===== src/sfr_pkg.sv =====
`timescale 1ns / 1ps
// ----------------------------------------------------------------------------
// sfr_pkg: shared types and constants for the stream find/replace block
// Command and status bundles between controller and datapath, state codes,
// configuration register indexes and widths.
// ----------------------------------------------------------------------------
package sfr_pkg;

  localparam int unsigned BYTE_W    = 8;
  localparam int unsigned CFG_DW    = 64;
  localparam int unsigned CFG_IW    = 2;
  localparam int unsigned LEN_W     = 4;

  // Configuration register indexes
  localparam logic [CFG_IW-1:0] CFG_PATTERN_BYTES      = 2'd0;
  localparam logic [CFG_IW-1:0] CFG_PATTERN_LENGTH     = 2'd1;
  localparam logic [CFG_IW-1:0] CFG_REPLACEMENT_BYTES  = 2'd2;
  localparam logic [CFG_IW-1:0] CFG_REPLACEMENT_LENGTH = 2'd3;

  // Source of an emitted byte
  typedef enum logic [1:0] {
    SRC_FRONT = 2'd0,
    SRC_INPUT = 2'd1,
    SRC_REPL  = 2'd2
  } emit_src_t;

  // Controller states, one-hot
  typedef enum logic [6:0] {
    S_IDLE  = 7'b0000001,
    S_FLUSH = 7'b0000010,
    S_INS   = 7'b0000100,
    S_CHK   = 7'b0001000,
    S_REP   = 7'b0010000,
    S_END   = 7'b0100000,
    S_FIN   = 7'b1000000
  } state_t;

  typedef struct packed {
    logic      load;       // capture the incoming transaction
    logic      clr_stale;  // held bytes now belong to the current pattern
    logic      emit;       // produce one result byte
    emit_src_t src;        // where the emitted byte comes from
    logic      pop;        // drop the front held byte
    logic      append;     // append the captured byte to the held bytes
    logic      clr_count;  // discard held bytes after a match
    logic      rep_start;  // restart the replacement index
    logic      rep_adv;    // advance the replacement index
    logic      fin;        // close the item: push pending result or end marker
  } cmd_t;

  typedef struct packed {
    logic stale;
    logic plen_zero;
    logic cnt_zero;
    logic cnt_ge_plen;
    logic cnt_eq_plen;
    logic prefix;
    logic rep_more;
    logic end_flag;
    logic pend_v;
    logic emit_ok;
    logic out_free;
  } sts_t;

endpackage


===== src/sfr_ctrl.sv =====
`timescale 1ns / 1ps
// ----------------------------------------------------------------------------
// sfr_ctrl: sequencing controller
// Walks one accepted transaction through flush, insert, check, replace and
// end phases, issuing one datapath command per cycle.
// ----------------------------------------------------------------------------
module sfr_ctrl (
  input  logic          clk,
  input  logic          rst_n,
  input  logic          in_tvalid,
  output logic          in_tready,
  input  sfr_pkg::sts_t sts,
  output sfr_pkg::cmd_t cmd
);
  import sfr_pkg::*;

  state_t state_r, state_nxt;

  always_ff @(posedge clk) begin
    if (!rst_n) begin
      state_r <= S_IDLE;
    end else begin
      state_r <= state_nxt;
    end
  end

  assign in_tready = (state_r == S_IDLE);

  always_comb begin
    state_nxt = state_r;
    cmd       = '0;
    cmd.src   = SRC_FRONT;
    case (state_r)
      S_IDLE: begin
        if (in_tvalid) begin
          cmd.load  = 1'b1;
          state_nxt = S_FLUSH;
        end
      end
      // release bytes of an old pattern, or everything in pass-through
      S_FLUSH: begin
        if ((sts.stale || sts.plen_zero) && !sts.cnt_zero) begin
          if (sts.emit_ok) begin
            cmd.emit = 1'b1;
            cmd.pop  = 1'b1;
          end
        end else begin
          cmd.clr_stale = 1'b1;
          state_nxt     = S_INS;
        end
      end
      S_INS: begin
        if (sts.plen_zero) begin
          if (sts.emit_ok) begin
            cmd.emit  = 1'b1;
            cmd.src   = SRC_INPUT;
            state_nxt = S_END;
          end
        end else if (sts.cnt_ge_plen) begin
          if (sts.emit_ok) begin
            cmd.emit = 1'b1;
            cmd.pop  = 1'b1;
          end
        end else begin
          cmd.append = 1'b1;
          state_nxt  = S_CHK;
        end
      end
      S_CHK: begin
        if (sts.cnt_eq_plen && sts.prefix) begin
          cmd.clr_count = 1'b1;
          cmd.rep_start = 1'b1;
          state_nxt     = S_REP;
        end else if (!sts.cnt_zero && !sts.prefix) begin
          if (sts.emit_ok) begin
            cmd.emit = 1'b1;
            cmd.pop  = 1'b1;
          end
        end else begin
          state_nxt = S_END;
        end
      end
      S_REP: begin
        if (sts.rep_more) begin
          if (sts.emit_ok) begin
            cmd.emit    = 1'b1;
            cmd.src     = SRC_REPL;
            cmd.rep_adv = 1'b1;
          end
        end else begin
          state_nxt = S_END;
        end
      end
      S_END: begin
        if (sts.end_flag && !sts.cnt_zero) begin
          if (sts.emit_ok) begin
            cmd.emit = 1'b1;
            cmd.pop  = 1'b1;
          end
        end else begin
          state_nxt = S_FIN;
        end
      end
      S_FIN: begin
        if (sts.out_free || !(sts.pend_v || sts.end_flag)) begin
          cmd.fin   = 1'b1;
          state_nxt = S_IDLE;
        end
      end
      default: begin
        state_nxt = S_IDLE;
      end
    endcase
  end

endmodule


===== src/sfr_dp.sv =====
`timescale 1ns / 1ps
// ----------------------------------------------------------------------------
// sfr_dp: find/replace datapath
// Configuration registers, held-byte buffer with prefix compare,
// replacement index, one-entry pending result and the output register.
// ----------------------------------------------------------------------------
module sfr_dp #(
  parameter int unsigned MAX_PATTERN     = 8,
  parameter int unsigned MAX_REPLACEMENT = 8
) (
  input  logic                         clk,
  input  logic                         rst_n,
  input  logic                         cfg_wr_en,
  input  logic [sfr_pkg::CFG_IW-1:0]   cfg_index,
  input  logic [sfr_pkg::CFG_DW-1:0]   cfg_wdata,
  input  logic [sfr_pkg::BYTE_W-1:0]   in_byte,
  input  logic                         in_end,
  output logic [sfr_pkg::BYTE_W-1:0]   out_byte,
  output logic                         out_has_byte,
  output logic                         out_last,
  output logic                         out_valid,
  input  logic                         out_ready,
  input  sfr_pkg::cmd_t                cmd,
  output sfr_pkg::sts_t                sts
);
  import sfr_pkg::*;

  localparam int unsigned CW = $clog2(MAX_PATTERN + 1);
  localparam int unsigned RW = $clog2(MAX_REPLACEMENT + 1);
  localparam logic [LEN_W-1:0] PLEN_CAP = LEN_W'(MAX_PATTERN);
  localparam logic [LEN_W-1:0] RLEN_CAP = LEN_W'(MAX_REPLACEMENT);

  // configuration
  logic [CFG_DW-1:0] pat_bytes_r, rep_bytes_r;
  logic [LEN_W-1:0]  pat_len_r, rep_len_r;
  logic              stale_r;

  // item and buffer state
  logic [BYTE_W-1:0] in_byte_r;
  logic              in_end_r;
  logic [BYTE_W-1:0] held_r [MAX_PATTERN];
  logic [CW-1:0]     cnt_r;
  logic [RW-1:0]     ridx_r;

  // pending result and output register
  logic [BYTE_W-1:0] pend_byte_r;
  logic              pend_v_r;
  logic [BYTE_W-1:0] out_byte_r;
  logic              out_has_r, out_last_r, out_v_r;

  logic [LEN_W-1:0]  plen, rlen;
  logic              prefix;
  logic [BYTE_W-1:0] rep_byte, emit_byte;
  logic              out_free, out_load;

  assign plen = (pat_len_r > PLEN_CAP) ? PLEN_CAP : pat_len_r;
  assign rlen = (rep_len_r > RLEN_CAP) ? RLEN_CAP : rep_len_r;

  always_comb begin
    prefix = 1'b1;
    for (int i = 0; i < MAX_PATTERN; i++) begin
      if ((CW'(i) < cnt_r) && (held_r[i] != pat_bytes_r[BYTE_W*i +: BYTE_W])) begin
        prefix = 1'b0;
      end
    end
  end

  always_comb begin
    rep_byte = '0;
    for (int i = 0; i < MAX_REPLACEMENT; i++) begin
      if (ridx_r == RW'(i)) begin
        rep_byte = rep_bytes_r[BYTE_W*i +: BYTE_W];
      end
    end
  end

  always_comb begin
    case (cmd.src)
      SRC_FRONT: emit_byte = held_r[0];
      SRC_INPUT: emit_byte = in_byte_r;
      SRC_REPL:  emit_byte = rep_byte;
      default:   emit_byte = held_r[0];
    endcase
  end

  assign out_free = !out_v_r || out_ready;
  // a new byte pushes the pending one out; closing the item pushes it last
  assign out_load = (cmd.emit && pend_v_r) || (cmd.fin && (pend_v_r || in_end_r));

  always_comb begin
    sts.stale       = stale_r;
    sts.plen_zero   = (plen == '0);
    sts.cnt_zero    = (cnt_r == '0);
    sts.cnt_ge_plen = (LEN_W'(cnt_r) >= plen);
    sts.cnt_eq_plen = (LEN_W'(cnt_r) == plen);
    sts.prefix      = prefix;
    sts.rep_more    = (LEN_W'(ridx_r) < rlen);
    sts.end_flag    = in_end_r;
    sts.pend_v      = pend_v_r;
    sts.emit_ok     = !pend_v_r || out_free;
    sts.out_free    = out_free;
  end

  always_ff @(posedge clk) begin
    if (!rst_n) begin
      pat_bytes_r <= '0;
      pat_len_r   <= '0;
      rep_bytes_r <= '0;
      rep_len_r   <= '0;
      stale_r     <= 1'b0;
    end else if (cfg_wr_en) begin
      case (cfg_index)
        CFG_PATTERN_BYTES: begin
          pat_bytes_r <= cfg_wdata;
          stale_r     <= 1'b1;
        end
        CFG_PATTERN_LENGTH: begin
          pat_len_r <= cfg_wdata[LEN_W-1:0];
          stale_r   <= 1'b1;
        end
        CFG_REPLACEMENT_BYTES:  rep_bytes_r <= cfg_wdata;
        CFG_REPLACEMENT_LENGTH: rep_len_r   <= cfg_wdata[LEN_W-1:0];
        default: ;
      endcase
    end else if (cmd.clr_stale) begin
      stale_r <= 1'b0;
    end
  end

  always_ff @(posedge clk) begin
    if (cmd.load) begin
      in_byte_r <= in_byte;
    end
    for (int i = 0; i < MAX_PATTERN; i++) begin
      if (cmd.pop) begin
        if (i < MAX_PATTERN - 1) begin
          held_r[i] <= held_r[(i < MAX_PATTERN - 1) ? i + 1 : i];
        end
      end else if (cmd.append && (cnt_r == CW'(i))) begin
        held_r[i] <= in_byte_r;
      end
    end
    if (cmd.emit) begin
      pend_byte_r <= emit_byte;
    end
    if (out_load) begin
      out_byte_r <= pend_v_r ? pend_byte_r : '0;
      out_has_r  <= pend_v_r;
      out_last_r <= cmd.fin && in_end_r;
    end
  end

  always_ff @(posedge clk) begin
    if (!rst_n) begin
      in_end_r <= 1'b0;
      cnt_r    <= '0;
      ridx_r   <= '0;
      pend_v_r <= 1'b0;
      out_v_r  <= 1'b0;
    end else begin
      if (cmd.load) begin
        in_end_r <= in_end;
      end
      if (cmd.clr_count) begin
        cnt_r <= '0;
      end else if (cmd.pop) begin
        cnt_r <= cnt_r - CW'(1);
      end else if (cmd.append) begin
        cnt_r <= cnt_r + CW'(1);
      end
      if (cmd.rep_start) begin
        ridx_r <= '0;
      end else if (cmd.rep_adv) begin
        ridx_r <= ridx_r + RW'(1);
      end
      if (cmd.emit) begin
        pend_v_r <= 1'b1;
      end else if (cmd.fin) begin
        pend_v_r <= 1'b0;
      end
      if (out_load) begin
        out_v_r <= 1'b1;
      end else if (out_ready) begin
        out_v_r <= 1'b0;
      end
    end
  end

  assign out_byte     = out_byte_r;
  assign out_has_byte = out_has_r;
  assign out_last     = out_last_r;
  assign out_valid    = out_v_r;

endmodule


===== src/stream_find_replace.sv =====
`timescale 1ns / 1ps
// ----------------------------------------------------------------------------
// stream_find_replace: streaming substring find and replace
// Rewrites a byte stream, replacing every leftmost non-overlapping match of
// a configured pattern (up to MAX_PATTERN bytes) with a configured
// replacement (up to MAX_REPLACEMENT bytes).
// ----------------------------------------------------------------------------
//
//  Channel  | Direction | Content
//  ---------+-----------+-----------------------------------------------------
//  in_      | slave     | tdata[7:0] text_byte, tlast text_end
//  out_     | master    | tdata[7:0] out_byte, tuser[0] out_has_byte, tlast out_last
//  cfg_     | write     | index 0 pattern, 1 pattern length,
//           |           | 2 replacement, 3 replacement length
//
//  Sequencing: one transaction at a time. With a pattern set, an input passes
//  through accept, flush, insert, check, end and finish, plus a release step for
//  every byte it releases; a match adds a replace phase for the replacement bytes.
//  In pass-through: accept, flush of any stale bytes, insert, end and finish.
//  The per-byte release/replace loop of the controller sets the rate.
//  Reset: rst_n synchronous, active low; clears config to zero (pass-through)
//  and empties the held-byte buffer.
//  Stalls: each result moves through a one-entry pending stage into the output
//  register; with both full and out_tready low, the controller holds its phase.
//  The final result of a text carries tlast; a text end that yields no byte
//  produces a lone end marker with tuser low.
//
module stream_find_replace #(
  parameter int unsigned MAX_PATTERN     = 8,
  parameter int unsigned MAX_REPLACEMENT = 8
) (
  input  logic                       clk,
  input  logic                       rst_n,
  // configuration write port
  input  logic                       cfg_wr_en,
  input  logic [sfr_pkg::CFG_IW-1:0] cfg_index,
  input  logic [sfr_pkg::CFG_DW-1:0] cfg_wdata,
  // input text stream
  input  logic                       in_tvalid,
  output logic                       in_tready,
  input  logic [7:0]                 in_tdata,   // [7:0] text_byte
  input  logic                       in_tlast,   // text_end
  // rewritten text stream
  output logic                       out_tvalid,
  input  logic                       out_tready,
  output logic [7:0]                 out_tdata,  // [7:0] out_byte
  output logic                       out_tuser,  // [0] out_has_byte
  output logic                       out_tlast   // out_last
);
  import sfr_pkg::*;

  cmd_t cmd;
  sts_t sts;

  // Controller: steps each transaction through its phases
  sfr_ctrl u_ctrl (
    .clk       (clk),
    .rst_n     (rst_n),
    .in_tvalid (in_tvalid),
    .in_tready (in_tready),
    .sts       (sts),
    .cmd       (cmd)
  );

  // Datapath: config, held bytes, prefix compare and result staging
  sfr_dp #(
    .MAX_PATTERN     (MAX_PATTERN),
    .MAX_REPLACEMENT (MAX_REPLACEMENT)
  ) u_dp (
    .clk          (clk),
    .rst_n        (rst_n),
    .cfg_wr_en    (cfg_wr_en),
    .cfg_index    (cfg_index),
    .cfg_wdata    (cfg_wdata),
    .in_byte      (in_tdata),
    .in_end       (in_tlast),
    .out_byte     (out_tdata),
    .out_has_byte (out_tuser),
    .out_last     (out_tlast),
    .out_valid    (out_tvalid),
    .out_ready    (out_tready),
    .cmd          (cmd),
    .sts          (sts)
  );

endmodule


===== config.mk =====
export PLATFORM = sky130hd
export DESIGN_NAME = stream_find_replace
export DESIGN_NICKNAME = d
export VERILOG_FILES = /design/src/sfr_pkg.sv /design/src/sfr_ctrl.sv /design/src/sfr_dp.sv /design/src/stream_find_replace.sv
export SDC_FILE = /design/constraint.sdc
export NUM_CORES = 1
export LEC_CHECK = 0
export BUFFER_PORTS_ARGS = -buffer_cell sky130_fd_sc_hd__buf_2
export CORE_AREA = 2 2 182 184
export CTS_BUF_LIST = sky130_fd_sc_hd__clkbuf_8
export DETAILED_ROUTE_END_ITERATION = 8
export DIE_AREA = 0 0 184 186
export SKIP_LAST_GASP = 1
export SYNTH_ARGS = -nofsm -noshare
export SYNTH_HDL_FRONTEND = slang
export SYNTH_SLANG_ARGS = --single-unit

===== constraint.sdc =====
create_clock -name clk -period 3.1 [get_ports clk]
set_input_delay 0.155 -clock clk [delete_from_list [all_inputs] [get_ports clk]]
set_output_delay 0.155 -clock clk [all_outputs]
set_load 0.1 [all_outputs]

### Word level (Yosys, flattened, before mapping)

Memories as Yosys holds them, arrays and structs flattened.
Cells that the tools add are included.

* register bits after elaboration: 181
* memory bits (writable): 64
* input port bits: 80
* output and inout port bits: 12
* word-level logic and storage cells: 238
* memories: 1

* $add $sub $neg: 3
* order comparisons: 12
* eq/ne operators: 44
* multiplexer cells: 102
* bitwise gates (word level): 8
* reduce and logical (&&, ||, !) cells: 52

Memories
* u_dp.held_r: depth 8, width 8, rd ports 8, clocked after memory_dff 0, wr ports 7, RTL line sfr_dp.sv:41 `logic [BYTE_W-1:0] held_r [MAX_PATTERN];`

Operators by type and width (count)
* $mux W8: 16
* $mux W7: 10
* $ne A8 B8 Y1: 8
* $mux W1: 59
* $pmux W7 S7: 1
* $eq A4 B3 Y1 const B: 8
* $logic_and A1 B1 Y1: 23
* $eq A4 B2 Y1 const B: 4
* $lt A3 B4 Y1 const A: 4
* $mux W4: 4
* $pmux W8 S2: 1
* $logic_not A4 Y1: 3
* $mux W3: 4
* $ne A2 B2 Y1 const B: 5
* $reduce_and A2 Y1: 5
* $add A4 B1 Y4 const B: 2
* $eq A4 B1 Y1 const B: 2
* $gt A4 B4 Y1 const B: 2
* $lt A1 B4 Y1 const A: 2
* $lt A2 B4 Y1 const A: 2
* $mux W2: 4
* $reduce_and A8 Y1: 1
* $reduce_bool A2 Y1: 4
* $reduce_or A8 Y1: 1
* other kinds (25): 46

### Longest topological paths before layout

* word-level depth: 19
* gate-level depth with buffers: 13

### By module

Synthesis repeated with hierarchy kept, for this count alone.

* cells, all modules: 1164
* area, all modules: 11639.9 µm²

By module, submodules not included
* sfr_dp: instances 1, cells each 1084, area each 10983.0 µm², seq. area each 5665.4 µm²
* sfr_ctrl: instances 1, cells each 80, area each 656.9 µm², seq. area each 140.1 µm²

### Least setup slack after synthesis

No wires, ideal clock.

* path kind: reg2reg
* from: register u_dp.pat_len_r[3]
* to: memory u_dp.held_r[7][0] (netlist: u_dp.held_r[1][24]), enable pin
* setup time: 0.398 ns
* arrival time: 2.748 ns
* required time: 2.702 ns
* setup slack: -0.045 ns
* stages on the path, launching flop included: 9
* path buffers: 0
* period minus slack after synthesis: 3.145 ns
* path through: dfxtp_1 inv_1 nand2_1 ha_1 a21o_1 a221oi_1 nand2_1 or2_2 nor4b_1

RTL lines
* start: declaration: RTL line sfr_dp.sv:35 `logic [LEN_W-1:0] pat_len_r, rep_len_r;`
* start signal: assignment: RTL line sfr_dp.sv:118 `pat_len_r <= cfg_wdata[LEN_W-1:0];`
* end: declaration: RTL line sfr_dp.sv:41

### Worst setup path in the final report

* from: register u_dp.cnt_r[1]
* to: register u_dp.cnt_r[2]

* word-level cells in the longest chain between the ends: 16
* elaborated cells between the ends (all ways): 50
* classes of those cells: add/sub (2); order compare (9); eq/ne (1); mux (21); reduce/logical (17)

Ends and longest elaborated chain
* start: declaration: RTL line sfr_dp.sv:42 `logic [CW-1:0] cnt_r;`
* start signal: assignment: RTL line sfr_dp.sv:167 `cnt_r <= cnt_r - CW'(1);`
* start signal: assignment: RTL line sfr_dp.sv:169 `cnt_r <= cnt_r + CW'(1);`
* $lt A1 B4 Y1: RTL line sfr_dp.sv:62 `if ((CW'(i) < cnt_r) && (held_r[i] != pat_bytes_r[BYTE_W*i +: BYTE_W])) begin`
* $logic_and A1 B1 Y1: RTL line sfr_dp.sv:62
* $mux W1 (8 in series): RTL line sfr_dp.sv:62
* $logic_not A1 Y1: RTL line sfr_ctrl.sv:74 `end else if (!sts.cnt_zero && !sts.prefix) begin`
* $logic_and A1 B1 Y1: RTL line sfr_ctrl.sv:74
* $mux W1: RTL line sfr_ctrl.sv:74
* $mux W1: RTL line sfr_ctrl.sv:70 `if (sts.cnt_eq_plen && sts.prefix) begin`
* $pmux W1 S4: RTL line sfr_ctrl.sv:33 `case (state_r)`
* $mux W4 / $reduce_bool A2 Y1 (equally long branches)

Several ways; a longest one is shown, not always the timed one. The select of a mux whose other input is x is not followed.
A chain may end at the register's enable or synchronous reset.

==> parameters.txt <==
Parameter                              Value

Status
  Result of the run    finished, final reports clean

Drt
  Starting DRC count in detailed routing    652
  Detailed-route via count    9193
  Vias per cell    5.12
  Final wirelength    ~33000 um
  Post-detailed-route wirelength per cell    about 18 um
  Residual antenna-violating net count after detailed routing    0
  Remaining routing DRC violations    0
  First-pass iteration count of the detailed router    7

Synth
  Dominant register cell in the synthesized netlist    sky130_fd_sc_hd__dfxtp_1
  Mapped Cells    between 1000 and 1500
  Synth warn    0
  Mapped Avg Cell Area    9.46 um^2
  Syn nets    1278
  Leading cell types by total area after synthesis    sky130_fd_sc_hd__dfxtp_1, sky130_fd_sc_hd__edfxtp_1, sky130_fd_sc_hd__nand2_1
  Number of flops mapped to enable cells by yosys    90
  Number of distinct library cell variants in the gate-level netlist after synthesis    61
  Total of flip-flops plus latches after synthesis    roughly 250
  Cell taking the most area after synthesis    sky130_fd_sc_hd__dfxtp_1
  Cell area after technology mapping    0.0112 mm^2
  Share of synthesized flip-flops with an asynchronous set or reset    0
  Portion of synthesized cell area occupied by the leading cell type    0.278
  Proportion of synthesized chip area in sequential cells    0.520

Cells and area
  Sequential cell area    0.00581 mm^2
  Non-filler cells, final    around 1800
  Final net count    1450
  Ant. Diodes    0
  Area added between synthesis and finish    23.7%
  Final core utilization    0.429
  Number of filler instances in the final layout    roughly 3200
  Area used by multi-input combinational logic    about 0.0051 mm^2
  Fraction of final layout cells with drive strength greater than 1    0.191

Global routing
  Antenna violations before repair    0
  Vias in the first global route    between 8000 and 9000
  Residual overflow from global routing    0
  Pin count of the biggest net entering global routing    69
  GRT Resource Usage Total    0.189
  First-pass GRT wire length    a little under 50000 um

Job
  Max-cap viol count    0

Floorplanning
  Die Width    about 180 um
  DIE AREA    roughly 0.034 mm^2
  Number of top-level design ports    between 90 and 100
  Standard-cell row count    66
  Die height    about 190 um
  Initial Utilization    0.347
  Core area    0.0322 mm^2

Clock tree
  Postcts setup bufs    0
  TritonCTS buffer count    43
  Skew-Pair Late Insertion Delay    550 ps
  Cell at the root of the clock tree    sky130_fd_sc_hd__clkbuf_8
  Clock tree from TritonCTS    built
  Sinks on the clock net    245
  Maximum buffer depth of the clock tree    3
  Htree depth    2
  Clock-pin transition on the worst setup and hold timing paths    about 60 ps

Timing
  Worst Clk Skew    27.0 ps
  Count of endpoints failing setup in the final report    0
  Max Clk Rate    340 MHz
  Final hold violation count    0
  Portion of the clock cycle consumed by the worst path in the final layout    0.949
  Final critical path time including I/O delays and setup    2940 ps
  PnR worst setup slack    157 ps
  Final Max Slew Viols    0
  Worst-Margin Slew    841 ps
  Slew HR    0.439

Worst setup path
  Kind of end point of the critical path    flop
  Start-to-end type of the worst setup path    flop to flop
  Data arrival time of the worst path    3370 ps
  Biggest fanout along the worst timing path    10
  Data required time at the worst endpoint    between 3000 and 4000 ps
  Sort of element at the start of the critical path    flop

Placement
  Total half-perimeter wirelength after legalization and detailed placement    22500 um
  Number of cells after detailed placement    approximately 1600
  GP Congestion    0.946
  DP Worst Slack    around 110 ps
  Number of buffers added on ports    91

Power
  IR drop worst, VDD    278 uV
  Power per cell area    504 mW/mm^2
  Leakage power of the design    0.00524 uW

Worst hold path
  Tightest Hold Check Type    input pin to flop
final cells by class:
type                            instances  area share
Tap cell                              408      0.0370
Timing Repair Buffer                  193       0.104
Clock inverter                         26      0.0114
Multi-Input combinational cell        852       0.370
Clock buffer                           53      0.0528
Sequential cell                       245       0.420
Inverter                               18     0.00507
worst max-delay path, cell delays in order, from the launching register on:
cell and delay, ps:
sky130_fd_sc_hd__dfxtp_1 420, sky130_fd_sc_hd__inv_1 170, sky130_fd_sc_hd__ha_1 210, sky130_fd_sc_hd__inv_1 90, sky130_fd_sc_hd__nor3_2 410, sky130_fd_sc_hd__a21oi_2 90
sky130_fd_sc_hd__nor4_1 250, sky130_fd_sc_hd__or4b_1 530, sky130_fd_sc_hd__nand3_4 240, sky130_fd_sc_hd__buf_4 170, sky130_fd_sc_hd__o21ai_0 90, sky130_fd_sc_hd__mux2i_1 130
cells by family after synthesis:
| group | Yosys count | synth area share |
|---|---|---|
| buf+inv | 84 | 0.0301 |
| compound gates | 229 | 0.115 |
| xor+xnor | 67 | 0.0525 |
| simple gates | 472 | 0.197 |
| flops | 245 | 0.520 |
| mux | 67 | 0.0663 |
| fa+ha+maj | 17 | 0.0190 |
per-stage QoR:
step / setup TNS [ps] / hold slack, ps / power, uW / area [um^2]
6_report: 0 / 52.2 / 6960 / 13800
5_1_grt: -21.7 / 67.6 / 7220 / 13800
4_1_cts: 0 / 29.6 / 7020 / 13800
3_5_place_dp: 0 / 336 / 3920 / 12100
3_3_place_gp: 0 / 335 / 3910 / 12100
2_1_floorplan: 0 / 254 / 3730 / 11200
routing by layer:
layer | vias to the layer above | part of all wire | GRT usage | routed length, um
li1 | 4430 | - | - | -
met1 | 4371 | 0.44 | 0.248 | 14400
met2 | 311 | 0.46 | 0.306 | 15100
met3 | 81 | 0.059 | 0.0356 | 1920
met4 | 0 | 0.040 | 0.0784 | 1310
met5 | - | 0 | 0 | 0
synth_stat cells (11+ instances only):
cell type                  count
sky130_fd_sc_hd__and2_1       14
sky130_fd_sc_hd__ha_1         17
sky130_fd_sc_hd__edfxtp_1     90
sky130_fd_sc_hd__o21ai_0      26
sky130_fd_sc_hd__nor2_1       38
sky130_fd_sc_hd__a21oi_1     164
sky130_fd_sc_hd__nand2_1     305
sky130_fd_sc_hd__nor2b_1      19
sky130_fd_sc_hd__inv_1        16
sky130_fd_sc_hd__clkbuf_1     54
sky130_fd_sc_hd__nor4_1       12
sky130_fd_sc_hd__nand3_1      17
sky130_fd_sc_hd__mux2i_1      11
sky130_fd_sc_hd__xor2_1       50
sky130_fd_sc_hd__xnor2_1      17
sky130_fd_sc_hd__dfxtp_1     155
sky130_fd_sc_hd__mux2_2       48
power by group:
group	switching, uW	internal (uW)
clock network	1320	1710
logic	244	200
registers	90.7	3390
total	1660	5300
path summary, 6_finish.rpt:
| check | startpoint | endpoint | slack [ps] | cells after the start |
|---|---|---|---|---|
| max | u_dp.cnt_r[1] | u_dp.cnt_r[2] | 160 | 11 |
| min | cfg_index[1] | u_dp.stale_r | 50 | 3 |
| max reg2reg | u_dp.cnt_r[1] | u_dp.cnt_r[2] | 160 | 11 |
| min reg2reg | u_dp.rep_bytes_r[10] | u_dp.rep_bytes_r[10] | 450 | 2 |
repair_timing:
| item | 4_1_cts | 5_1_grt |
|---|---|---|
| hold buffers | 76 | 0 |
| endpoints found under the setup margin | 0 | 116 |
| resized for setup | 0 | 15 |
| hold endpoints to repair | 150 | 0 |
layout by cell type, fill, tap and decap left out, types with 4 or more instances in the layout:
master and n:
sky130_fd_sc_hd__clkbuf_8 53, sky130_fd_sc_hd__or2_2 4, sky130_fd_sc_hd__and2_1 14, sky130_fd_sc_hd__edfxtp_1 90, sky130_fd_sc_hd__nand3_1 17, sky130_fd_sc_hd__a32oi_1 9, sky130_fd_sc_hd__mux2_2 48, sky130_fd_sc_hd__nand2_1 298
sky130_fd_sc_hd__o21ai_0 26, sky130_fd_sc_hd__nor3b_1 8, sky130_fd_sc_hd__a221oi_1 8, sky130_fd_sc_hd__nor4_2 4, sky130_fd_sc_hd__xnor2_1 17, sky130_fd_sc_hd__inv_1 31, sky130_fd_sc_hd__nor4_1 11, sky130_fd_sc_hd__nor2b_1 19
sky130_fd_sc_hd__dfxtp_1 155, sky130_fd_sc_hd__clkinv_1 5, sky130_fd_sc_hd__nand2b_1 6, sky130_fd_sc_hd__dlygate4sd3_1 76, sky130_fd_sc_hd__mux2_1 8, sky130_fd_sc_hd__nor2_1 36, sky130_fd_sc_hd__mux2i_1 11, sky130_fd_sc_hd__buf_2 91
sky130_fd_sc_hd__ha_1 17, sky130_fd_sc_hd__nand2_2 8, sky130_fd_sc_hd__a21oi_1 163, sky130_fd_sc_hd__nand3b_1 9, sky130_fd_sc_hd__nand4_1 9, sky130_fd_sc_hd__xor2_1 50, sky130_fd_sc_hd__buf_4 24
flip-flops by register name, indices dropped and copies added (netlist names):
name               count
u_ctrl.state_r         7
u_dp.rep_bytes_r      64
u_dp.out_byte          8
u_dp.pat_len_r         4
u_dp.held_r           64
u_dp.rep_len_r         4
u_dp.out_valid         1
u_dp.stale_r           1
u_dp.in_byte_r         8
u_dp.cnt_r             4
u_dp.pat_bytes_r      64
u_dp.pend_byte_r       8
u_dp.out_last          1
u_dp.pend_v_r          1
u_dp.out_has_byte      1
u_dp.in_end_r          1
u_dp.ridx_r            4
No activity file was read; power rests on OpenSTA's default activity.
